<file path="src/hdl/tnbp_pkg.sv">
package tnbp_pkg;

  localparam int FRAC_BITS = 12;
  localparam int SEG_BITS  = FRAC_BITS - 2;
  localparam int ONE_Q     = 1 << FRAC_BITS;

  typedef enum logic [2:0] {
    FN_FWD   = 3'd0,
    FN_OGRAD = 3'd1,
    FN_HID   = 3'd2,
    FN_UPD   = 3'd3,
    FN_LOAD  = 3'd4,
    FN_SET   = 3'd5
  } func_e;

  typedef enum logic [4:0] {
    OP_NONE,
    OP_MUL_WA,
    OP_ACC_ADD,
    OP_TANH_SEG,
    OP_TANH_MUL,
    OP_TANH_OUT,
    OP_MUL_SQ,
    OP_DERIV,
    OP_MUL_OG,
    OP_MUL_HB,
    OP_MUL_HS,
    OP_GRAD,
    OP_GRAD_CLR,
    OP_UPD_XG,
    OP_UPD_ET,
    OP_UPD_AD,
    OP_UPD_W,
    OP_LOAD_W,
    OP_SET_OUT,
    OP_LOAD_RES
  } dp_op_e;

  typedef enum logic [4:0] {
    S_IDLE,
    S_FMUL,
    S_ACC,
    S_TSEG,
    S_TMUL,
    S_TOUT,
    S_SQ,
    S_DERIV,
    S_MUL_OG,
    S_MUL_HB,
    S_MUL_HS,
    S_GRAD,
    S_GRAD_CLR,
    S_UXG,
    S_UET,
    S_UAD,
    S_UW,
    S_LOAD,
    S_SETOUT,
    S_DONE
  } ctl_state_e;

  typedef struct packed {
    dp_op_e     op;
    logic [7:0] idx;
  } dp_cmd_t;

  function automatic logic [12:0] tanh_tab(input logic [4:0] k);
    logic [12:0] v;
    case (k)
      5'd0:    v = 13'd0;
      5'd1:    v = 13'd1003;
      5'd2:    v = 13'd1893;
      5'd3:    v = 13'd2602;
      5'd4:    v = 13'd3119;
      5'd5:    v = 13'd3475;
      5'd6:    v = 13'd3707;
      5'd7:    v = 13'd3856;
      5'd8:    v = 13'd3949;
      5'd9:    v = 13'd4006;
      5'd10:   v = 13'd4041;
      5'd11:   v = 13'd4062;
      5'd12:   v = 13'd4076;
      5'd13:   v = 13'd4084;
      5'd14:   v = 13'd4089;
      5'd15:   v = 13'd4091;
      default: v = 13'd4093;
    endcase
    return v;
  endfunction

endpackage

</file>
<file path="src/hdl/tnbp_ctrl.sv">
module tnbp_ctrl #(
  parameter int FAN_IN = 16
) (
  input  logic              clk_i,
  input  logic              rst_ni,
  input  logic              in_valid_i,
  output logic              in_stall_o,
  input  logic [2:0]        func_i,
  input  logic [3:0]        slot_i,
  input  logic              last_i,
  output logic              out_valid_o,
  input  logic              out_stall_i,
  output logic              done_res_o,
  output tnbp_pkg::dp_cmd_t cmd_o
);

  localparam int IDX_W = (FAN_IN > 1) ? $clog2(FAN_IN) : 1;

  tnbp_pkg::ctl_state_e state_q, state_d;
  logic [2:0]       func_q, func_d;
  logic             last_q, last_d;
  logic             done_q, done_d;
  logic             oval_q, oval_d;
  logic             dres_q, dres_d;
  logic [IDX_W-1:0] cnt_q, cnt_d;
  logic             in_range;

  assign in_range    = 32'(slot_i) < FAN_IN;
  assign in_stall_o  = state_q != tnbp_pkg::S_IDLE;
  assign out_valid_o = oval_q;
  assign done_res_o  = dres_q;

  always_ff @(posedge clk_i or negedge rst_ni) begin
    if (!rst_ni) begin
      state_q <= tnbp_pkg::S_IDLE;
      func_q  <= '0;
      last_q  <= 1'b0;
      done_q  <= 1'b0;
      oval_q  <= 1'b0;
      dres_q  <= 1'b0;
      cnt_q   <= '0;
    end else begin
      state_q <= state_d;
      func_q  <= func_d;
      last_q  <= last_d;
      done_q  <= done_d;
      oval_q  <= oval_d;
      dres_q  <= dres_d;
      cnt_q   <= cnt_d;
    end
  end

  always_comb begin
    state_d    = state_q;
    func_d     = func_q;
    last_d     = last_q;
    done_d     = done_q;
    cnt_d      = cnt_q;
    dres_d     = dres_q;
    oval_d     = oval_q && out_stall_i;
    cmd_o.op   = tnbp_pkg::OP_NONE;
    cmd_o.idx  = 8'(cnt_q);
    case (state_q)
      tnbp_pkg::S_IDLE: begin
        if (in_valid_i) begin
          func_d = func_i;
          last_d = last_i;
          done_d = 1'b1;
          cnt_d  = '0;
          case (func_i)
            tnbp_pkg::FN_FWD: begin
              done_d = last_i;
              if (in_range) state_d = tnbp_pkg::S_FMUL;
              else if (last_i) state_d = tnbp_pkg::S_TSEG;
              else state_d = tnbp_pkg::S_DONE;
            end
            tnbp_pkg::FN_OGRAD: state_d = tnbp_pkg::S_SQ;
            tnbp_pkg::FN_HID: begin
              done_d  = last_i;
              state_d = tnbp_pkg::S_MUL_HB;
            end
            tnbp_pkg::FN_UPD:  state_d = tnbp_pkg::S_UXG;
            tnbp_pkg::FN_LOAD: state_d = in_range ? tnbp_pkg::S_LOAD : tnbp_pkg::S_DONE;
            tnbp_pkg::FN_SET:  state_d = tnbp_pkg::S_SETOUT;
            default: begin
              done_d  = 1'b0;
              state_d = tnbp_pkg::S_DONE;
            end
          endcase
        end
      end
      tnbp_pkg::S_FMUL: begin
        cmd_o.op = tnbp_pkg::OP_MUL_WA;
        state_d  = tnbp_pkg::S_ACC;
      end
      tnbp_pkg::S_MUL_HB: begin
        cmd_o.op = tnbp_pkg::OP_MUL_HB;
        state_d  = tnbp_pkg::S_ACC;
      end
      tnbp_pkg::S_ACC: begin
        cmd_o.op = tnbp_pkg::OP_ACC_ADD;
        if (!last_q) state_d = tnbp_pkg::S_DONE;
        else if (func_q == tnbp_pkg::FN_FWD) state_d = tnbp_pkg::S_TSEG;
        else state_d = tnbp_pkg::S_SQ;
      end
      tnbp_pkg::S_TSEG: begin
        cmd_o.op = tnbp_pkg::OP_TANH_SEG;
        state_d  = tnbp_pkg::S_TMUL;
      end
      tnbp_pkg::S_TMUL: begin
        cmd_o.op = tnbp_pkg::OP_TANH_MUL;
        state_d  = tnbp_pkg::S_TOUT;
      end
      tnbp_pkg::S_TOUT: begin
        cmd_o.op = tnbp_pkg::OP_TANH_OUT;
        state_d  = tnbp_pkg::S_DONE;
      end
      tnbp_pkg::S_SQ: begin
        cmd_o.op = tnbp_pkg::OP_MUL_SQ;
        state_d  = tnbp_pkg::S_DERIV;
      end
      tnbp_pkg::S_DERIV: begin
        cmd_o.op = tnbp_pkg::OP_DERIV;
        state_d  = (func_q == tnbp_pkg::FN_OGRAD) ? tnbp_pkg::S_MUL_OG : tnbp_pkg::S_MUL_HS;
      end
      tnbp_pkg::S_MUL_OG: begin
        cmd_o.op = tnbp_pkg::OP_MUL_OG;
        state_d  = tnbp_pkg::S_GRAD;
      end
      tnbp_pkg::S_MUL_HS: begin
        cmd_o.op = tnbp_pkg::OP_MUL_HS;
        state_d  = tnbp_pkg::S_GRAD_CLR;
      end
      tnbp_pkg::S_GRAD: begin
        cmd_o.op = tnbp_pkg::OP_GRAD;
        state_d  = tnbp_pkg::S_DONE;
      end
      tnbp_pkg::S_GRAD_CLR: begin
        cmd_o.op = tnbp_pkg::OP_GRAD_CLR;
        state_d  = tnbp_pkg::S_DONE;
      end
      tnbp_pkg::S_UXG: begin
        cmd_o.op = tnbp_pkg::OP_UPD_XG;
        state_d  = tnbp_pkg::S_UET;
      end
      tnbp_pkg::S_UET: begin
        cmd_o.op = tnbp_pkg::OP_UPD_ET;
        state_d  = tnbp_pkg::S_UAD;
      end
      tnbp_pkg::S_UAD: begin
        cmd_o.op = tnbp_pkg::OP_UPD_AD;
        state_d  = tnbp_pkg::S_UW;
      end
      tnbp_pkg::S_UW: begin
        cmd_o.op = tnbp_pkg::OP_UPD_W;
        if (cnt_q == IDX_W'(FAN_IN - 1)) begin
          state_d = tnbp_pkg::S_DONE;
        end else begin
          cnt_d   = cnt_q + 1'b1;
          state_d = tnbp_pkg::S_UXG;
        end
      end
      tnbp_pkg::S_LOAD: begin
        cmd_o.op = tnbp_pkg::OP_LOAD_W;
        state_d  = tnbp_pkg::S_DONE;
      end
      tnbp_pkg::S_SETOUT: begin
        cmd_o.op = tnbp_pkg::OP_SET_OUT;
        state_d  = tnbp_pkg::S_DONE;
      end
      tnbp_pkg::S_DONE: begin
        if (!oval_q || !out_stall_i) begin
          cmd_o.op = tnbp_pkg::OP_LOAD_RES;
          oval_d   = 1'b1;
          dres_d   = done_q;
          state_d  = tnbp_pkg::S_IDLE;
        end
      end
      default: state_d = tnbp_pkg::S_IDLE;
    endcase
  end

endmodule

</file>
<file path="src/hdl/tnbp_dpath.sv">
module tnbp_dpath #(
  parameter int FAN_IN = 16
) (
  input  logic               clk_i,
  input  logic               rst_ni,
  input  logic               accept_i,
  input  logic signed [15:0] value_a_i,
  input  logic signed [15:0] value_b_i,
  input  logic [3:0]         slot_i,
  input  logic               cfg_we_i,
  input  logic               cfg_addr_i,
  input  logic [12:0]        cfg_wdata_i,
  input  tnbp_pkg::dp_cmd_t  cmd_i,
  output logic signed [13:0] out_value_o,
  output logic signed [15:0] grad_value_o
);

  localparam int IDX_W = (FAN_IN > 1) ? $clog2(FAN_IN) : 1;
  localparam int F     = tnbp_pkg::FRAC_BITS;

  logic signed [15:0] w_q [FAN_IN];
  logic signed [15:0] dl_q [FAN_IN];
  logic signed [15:0] x_q [FAN_IN];
  logic signed [39:0] acc_q;
  logic signed [13:0] out_q;
  logic signed [15:0] grad_q;
  logic signed [44:0] prod_q;
  logic signed [13:0] deriv_q;
  logic signed [21:0] tmp_q;
  logic [27:0]        m_q;
  logic               neg_q;
  logic signed [15:0] a_q, b_q;
  logic [3:0]         slot_q;
  logic [12:0]        eta_q, alpha_q;
  logic signed [13:0] res_out_q;
  logic signed [15:0] res_grad_q;

  logic [IDX_W-1:0]   sidx, cidx;
  logic signed [27:0] mul_a;
  logic signed [16:0] mul_b;
  logic signed [44:0] mul_p, pshift;
  logic signed [40:0] acc_sum;
  logic signed [39:0] acc_sat;
  logic signed [27:0] s_acc;
  logic signed [15:0] grad_sat;
  logic signed [22:0] dsum;
  logic signed [15:0] dnew;
  logic signed [16:0] wsum;
  logic signed [15:0] wnew;
  logic [12:0]        tab_lo, tab_hi, y;
  logic signed [13:0] tanh_out;
  logic signed [13:0] set_out;

  assign sidx   = IDX_W'(slot_q);
  assign cidx   = cmd_i.idx[IDX_W-1:0];
  assign pshift = prod_q >>> F;
  assign s_acc  = 28'(acc_q >>> F);
  assign tab_lo = tnbp_pkg::tanh_tab({1'b0, m_q[13:10]});
  assign tab_hi = tnbp_pkg::tanh_tab(5'({1'b0, m_q[13:10]}) + 5'd1);

  always_comb begin
    mul_a = '0;
    mul_b = '0;
    case (cmd_i.op)
      tnbp_pkg::OP_MUL_WA: begin
        mul_a = 28'(w_q[sidx]);
        mul_b = 17'(a_q);
      end
      tnbp_pkg::OP_MUL_HB: begin
        mul_a = 28'(a_q);
        mul_b = 17'(b_q);
      end
      tnbp_pkg::OP_TANH_MUL: begin
        mul_a = $signed({15'd0, tab_hi - tab_lo});
        mul_b = $signed({7'd0, m_q[9:0]});
      end
      tnbp_pkg::OP_MUL_SQ: begin
        mul_a = 28'(out_q);
        mul_b = 17'(out_q);
      end
      tnbp_pkg::OP_MUL_OG: begin
        mul_a = 28'(17'(a_q) - 17'(out_q));
        mul_b = 17'(deriv_q);
      end
      tnbp_pkg::OP_MUL_HS: begin
        mul_a = s_acc;
        mul_b = 17'(deriv_q);
      end
      tnbp_pkg::OP_UPD_XG: begin
        mul_a = 28'(x_q[cidx]);
        mul_b = 17'(grad_q);
      end
      tnbp_pkg::OP_UPD_ET: begin
        mul_a = 28'(pshift);
        mul_b = $signed({4'd0, eta_q});
      end
      tnbp_pkg::OP_UPD_AD: begin
        mul_a = 28'(dl_q[cidx]);
        mul_b = $signed({4'd0, alpha_q});
      end
      default: ;
    endcase
  end

  assign mul_p = 45'(mul_a) * 45'(mul_b);

  always_comb begin
    acc_sum = 41'(acc_q) + 41'(prod_q);
    if (acc_sum > 41'sh07F_FFFF_FFFF) acc_sat = 40'sh7F_FFFF_FFFF;
    else if (acc_sum < -41'sh080_0000_0000) acc_sat = -40'sh80_0000_0000;
    else acc_sat = 40'(acc_sum);

    if (pshift > 45'sd32767) grad_sat = 16'sh7FFF;
    else if (pshift < -45'sd32768) grad_sat = -16'sh8000;
    else grad_sat = 16'(pshift);

    dsum = 23'(tmp_q) + 23'(pshift);
    if (dsum > 23'sd32767) dnew = 16'sh7FFF;
    else if (dsum < -23'sd32768) dnew = -16'sh8000;
    else dnew = 16'(dsum);

    wsum = 17'(w_q[cidx]) + 17'(dnew);
    if (wsum > 17'sd32767) wnew = 16'sh7FFF;
    else if (wsum < -17'sd32768) wnew = -16'sh8000;
    else wnew = 16'(wsum);

    if (|m_q[27:14]) y = tnbp_pkg::tanh_tab(5'd16);
    else y = tab_lo + 13'(prod_q >>> tnbp_pkg::SEG_BITS);
    tanh_out = neg_q ? -$signed({1'b0, y}) : $signed({1'b0, y});

    if (a_q > 16'sd4096) set_out = 14'sd4096;
    else if (a_q < -16'sd4096) set_out = -14'sd4096;
    else set_out = 14'(a_q);
  end

  always_ff @(posedge clk_i or negedge rst_ni) begin
    if (!rst_ni) begin
      for (int i = 0; i < FAN_IN; i++) begin
        w_q[i]  <= '0;
        dl_q[i] <= '0;
        x_q[i]  <= '0;
      end
      acc_q   <= '0;
      out_q   <= '0;
      grad_q  <= '0;
      eta_q   <= 13'd2048;
      alpha_q <= 13'd410;
    end else begin
      if (cfg_we_i) begin
        if (!cfg_addr_i) eta_q <= cfg_wdata_i;
        else alpha_q <= cfg_wdata_i;
      end
      case (cmd_i.op)
        tnbp_pkg::OP_MUL_WA:   x_q[sidx] <= a_q;
        tnbp_pkg::OP_ACC_ADD:  acc_q <= acc_sat;
        tnbp_pkg::OP_TANH_OUT: begin
          out_q <= tanh_out;
          acc_q <= '0;
        end
        tnbp_pkg::OP_GRAD:     grad_q <= grad_sat;
        tnbp_pkg::OP_GRAD_CLR: begin
          grad_q <= grad_sat;
          acc_q  <= '0;
        end
        tnbp_pkg::OP_UPD_W: begin
          dl_q[cidx] <= dnew;
          w_q[cidx]  <= wnew;
        end
        tnbp_pkg::OP_LOAD_W:  w_q[sidx] <= a_q;
        tnbp_pkg::OP_SET_OUT: out_q <= set_out;
        default: ;
      endcase
    end
  end

  always_ff @(posedge clk_i) begin
    prod_q <= mul_p;
    if (accept_i) begin
      a_q    <= value_a_i;
      b_q    <= value_b_i;
      slot_q <= slot_i;
    end
    if (cmd_i.op == tnbp_pkg::OP_TANH_SEG) begin
      neg_q <= s_acc < 0;
      m_q   <= (s_acc < 0) ? 28'(-s_acc) : 28'(s_acc);
    end
    if (cmd_i.op == tnbp_pkg::OP_DERIV) deriv_q <= 14'(45'sd4096 - pshift);
    if (cmd_i.op == tnbp_pkg::OP_UPD_AD) tmp_q <= 22'(pshift);
    if (cmd_i.op == tnbp_pkg::OP_LOAD_RES) begin
      res_out_q  <= out_q;
      res_grad_q <= grad_q;
    end
  end

  assign out_value_o  = res_out_q;
  assign grad_value_o = res_grad_q;

endmodule

</file>
<file path="src/hdl/tanh_neuron_backprop_unit_top.sv">
// channel  direction  handshake             payload
// in       input      in_valid_i/in_stall_o  func, value_a, value_b, slot, last
// out      output     out_valid_o/out_stall_i out_value, grad_value, done_res
// cfg      input      cfg_we_i               cfg_addr_i, cfg_wdata_i
// one item at a time; a result is registered and the next item is taken meanwhile
// forward element, output gradient, hidden element, load weight, set output and
// unused codes each end in S_DONE, which loads the result; a slot beyond fan-in
// skips the multiply and accumulate of a forward element and the write of a load
// weight; update walks every input through the shared multiplier before S_DONE
// reset clears all weights, deltas, activations and the accumulator at once
// a stalled output holds the block in its final state until the result is taken
module tanh_neuron_backprop_unit_top #(
  parameter int FAN_IN = 16
) (
  input  logic               clk_i,
  input  logic               rst_ni,
  input  logic               in_valid_i,
  output logic               in_stall_o,
  input  logic [2:0]         func_i,
  input  logic signed [15:0] value_a_i,
  input  logic signed [15:0] value_b_i,
  input  logic [3:0]         slot_i,
  input  logic               last_i,
  output logic               out_valid_o,
  input  logic               out_stall_i,
  output logic signed [13:0] out_value_o,
  output logic signed [15:0] grad_value_o,
  output logic               done_res_o,
  input  logic               cfg_we_i,
  input  logic               cfg_addr_i,
  input  logic [12:0]        cfg_wdata_i
);

  tnbp_pkg::dp_cmd_t cmd;
  logic              accept;

  assign accept = in_valid_i && !in_stall_o;

  tnbp_ctrl #(.FAN_IN(FAN_IN)) u_ctrl (
    .clk_i      (clk_i),
    .rst_ni     (rst_ni),
    .in_valid_i (in_valid_i),
    .in_stall_o (in_stall_o),
    .func_i     (func_i),
    .slot_i     (slot_i),
    .last_i     (last_i),
    .out_valid_o(out_valid_o),
    .out_stall_i(out_stall_i),
    .done_res_o (done_res_o),
    .cmd_o      (cmd)
  );

  tnbp_dpath #(.FAN_IN(FAN_IN)) u_dpath (
    .clk_i       (clk_i),
    .rst_ni      (rst_ni),
    .accept_i    (accept),
    .value_a_i   (value_a_i),
    .value_b_i   (value_b_i),
    .slot_i      (slot_i),
    .cfg_we_i    (cfg_we_i),
    .cfg_addr_i  (cfg_addr_i),
    .cfg_wdata_i (cfg_wdata_i),
    .cmd_i       (cmd),
    .out_value_o (out_value_o),
    .grad_value_o(grad_value_o)
  );

  a_busy_after_accept: assert property (@(posedge clk_i) disable iff (!rst_ni)
    accept |=> in_stall_o) else $error("block not busy after accept");

  a_out_in_range: assert property (@(posedge clk_i) disable iff (!rst_ni)
    out_valid_o |-> (out_value_o <= 14'sd4096 && out_value_o >= -14'sd4096))
    else $error("output outside unit range");

  a_result_from_work: assert property (@(posedge clk_i) disable iff (!rst_ni)
    $rose(out_valid_o) |-> $past(in_stall_o)) else $error("result without item");

endmodule

</file>
<file path="config.mk">
export PLATFORM = sky130hd
export DESIGN_NAME = tanh_neuron_backprop_unit_top
export DESIGN_NICKNAME = d
export VERILOG_FILES = /design/src/hdl/tnbp_pkg.sv /design/src/hdl/tnbp_ctrl.sv /design/src/hdl/tnbp_dpath.sv /design/src/hdl/tanh_neuron_backprop_unit_top.sv
export SDC_FILE = /design/constraint.sdc
export NUM_CORES = 2
export LEC_CHECK = 0
export BUFFER_PORTS_ARGS = -buffer_cell sky130_fd_sc_hd__buf_4
export CAP_MARGIN = 25
export CORE_MARGIN = 5
export CORE_UTILIZATION = 40
export CTS_CLUSTER_SIZE = 20
export DETAILED_ROUTE_END_ITERATION = 12
export GPL_ROUTABILITY_DRIVEN = 0
export PLACE_DENSITY = 0.55
export SYNTH_ARGS = -nofsm -noshare
export SYNTH_HDL_FRONTEND = slang
export SYNTH_HIERARCHICAL = 1
export SYNTH_SLANG_ARGS = --single-unit
export TNS_END_PERCENT = 50
</file>
<file path="constraint.sdc">
create_clock -name clk_i -period 11 [get_ports clk_i]
set_input_delay 3.3 -clock clk_i [delete_from_list [all_inputs] [get_ports clk_i]]
set_output_delay 3.3 -clock clk_i [all_outputs]
set_load 0.02 [all_outputs]
</file>
==> results.cfg <==
[status]
result_of_the_run = finished, final reports clean

[clock_tree]
insertion_delay_ns = 0.82
worst_setup_hold_path_clk_slew_ns = 0.07
cts-root-buf = clkbuf_16
tritoncts.num_buffers = 121
clk_path_buf_depth = 3
clock_tree_from_tritoncts = done
cts_sinks = 1068
ctsHtreeMaxLevel = 3

[pwr]
swShare_pct = 46.6
power.total_mw = 26.4
intPower_mw = 14.1
p_leak_nw = 37.9
share_seq_of_total_power_pct = 24.4
worst_ir_drop_vdd_mv = 0.329
power_frac_comb_pct = 59.4
pwr_density_cell_nw_per_um2 = 306
power_frac_clock_pct = 16.3
power_switching_mw = 12.3

[die]
fp.dieW_microns = 441
vertical_die_dimension_microns = 441
design.core.area_sq_um = 185000
design.die.area_sq_um = 194000
initial_core_util_pct = 40.1
std_cell_rows = 158
pin_count = 92

[route]
drt_iter0_drc = 6352
route.detailed.drc = 0
router_iterations_before_antenna_repair = 8
num_vias = 59000
antenna_violating_nets_post_route = 0
routed_wirelength_mm = 268
avgRoutedWirePerCell_microns = 27.3
routed_via_density = 6.01

[global_routing]
antenna_found_initial = 14
grt.overflow.total = 0
globalRouteMet3Util_pct = 6.00
globalRoute.busiestLayer = met2
grt_pass1_wl_mm = 395
grt_pass1_vias = 58800
grt_max_degree = 175
groute.layer.met2.usage_pct = 41.8
grt.total_usage_pct = 27.3
grt_util_met1_pct = 36.7

[timing]
setup_total_negative_slack_ns = 0
achievable-frequency_ghz = 0.0923
max_slew_margin_pct = 23.0
report.final.slew_viol_count = 0
finalWorstPathRequiredPeriod_ns = 10.84
setup_viol = 0
timing_worst_slew_pin_value_ns = 1.15
finalHoldWorstSlack_ns = 0.477
timing.final.hold_violations = 0
layout_worst_path_cycle_share_pct = 98.5
final.setup_skew_ns = 0.0763

[setup_path]
end_kind = flop
timing.critical_path.slowest_stage_cell = fa_1
cp.required_ns = 11.70
arrival_worst_endpoint_ns = 11.54
path_class = in -> reg
worst_path_most_repeated_cell = fa_1
max_stage_delay_ns = 0.56
crit_fanout = 15
worstSetupStartpointType = input port

[place]
detailed_place_hpwl_mm = 191
port_buffers = 91

[yosys]
syn_inst = 6912
synthesis.nets = 7684
post_synth.cell_area_avg_sq_um = 10.7
syn-cell-area_sq_um = 74200
yosysWarningCount = 6

[layout]
post_route_cells_drive_above_1_share_pct = 23.0
most_common_library_cell_in_the_layout_ignoring_fill_and_taps = dfrtp_1
layout_filler_cell_count = 17300
multi_input_comb_area_sq_um = 43400
finish.net_count = 8000
layout_common_cells = dfrtp_1, o21ai_0, buf_4
final-seq-area_sq_um = 27100
area_growth_syn_to_layout_pct = 16.5

[run]
max_capacitance_violation_count = 0

[min_path]
worstHoldPathType = reg -> reg
==> through the flow <==
stage               util [%]  cells  worst slack [ns]  cell area (sq um)
floorplan                  -   6912           0.00993              74300
global placement        44.1   9562            -0.958              81600
detailed placement      44.2   9572            -0.964              81800
CTS                     46.5   9803            0.0437              86100
global route            46.7   9817           -0.0279              86400
finish                  46.7   9820             0.162              86400
==> area by class of cell <==
class	count	share of cell area (%)
multi-input combinational	4763	50.2
inverter	575	2.50
timing repair buffer	699	7.35
tap	2480	3.59
antenna	4	0.0116
clock inverter	50	0.825
sequential	1068	31.4
clock buffer	181	4.15
==> power groups by stage <==
| stage | combinational (mW) | sequential [mW] | clock, mW |
|---|---|---|---|
| global placement | 15.2 | 6.41 | 0 |
| floorplan | 9.87 | 5.89 | 0 |
| finish | 15.7 | 6.45 | 4.30 |
| global route | 17.0 | 6.54 | 4.54 |
| CTS | 15.4 | 6.40 | 4.38 |
| detailed placement | 15.3 | 6.46 | 0 |
==> routing by layer <==
metal | vias up | share of wire, %
li1 | 25400 | -
met1 | 30100 | 41
met2 | 2865 | 44
met3 | 654 | 8.8
met4 | 10 | 6.1
met5 | - | 0.051
==> state kept, by name, summed over array words and instances (netlist names), 22 cells and up <==
name,flops
u_dpath/acc_q,40
u_dpath/dl_q,256
u_dpath/m_q,28
u_dpath/prod_q,45
u_dpath/tmp_q,22
u_dpath/w_q,256
u_dpath/x_q,256
==> path summary, 6_finish.rpt <==
path	cells past startpoint	start	slack [ns]	endpoint
worst min-delay path	2	u_dpath/dl_q[61]$_DFFE_PN0P_	0.48	u_dpath/dl_q[61]$_DFFE_PN0P_
max in group asynchronous	3	rst_ni	6.28	u_dpath/dl_q[141]$_DFFE_PN0P_
worst min register to register	2	u_dpath/dl_q[61]$_DFFE_PN0P_	0.48	u_dpath/dl_q[61]$_DFFE_PN0P_
min in group asynchronous	1	rst_ni	2.48	u_dpath/x_q[241]$_DFFE_PN0P_
worst max-delay path	32	out_stall_i	0.16	u_dpath/prod_q[42]$_DFF_P_
worst max register to register	41	u_dpath/m_q[11]$_DFFE_PN_	0.60	u_dpath/prod_q[42]$_DFF_P_
==> what timing repair did <==
| action | 4_1_cts | 5_1_grt |
|---|---|---|
| gates cloned | 0 | 2 |
| setup endpoints to repair | 5 | 11 |
| setup buffers | 0 | 6 |
| endpoints found under the hold margin | 0 | 0 |
| gates resized for setup | 4 | 37 |
| pin swaps | 0 | 8 |
| hold buffers | 0 | 0 |
==> critical path: cells and delay by family <==
family                     cells  cell delay, ns
adders and majority gates      7            3.18
AOI/OAI and AO/OA             10            2.20
and+or+nand+nor                6            1.78
buffers and inverters          9            1.05
No activity file was read; power rests on OpenSTA's default activity.
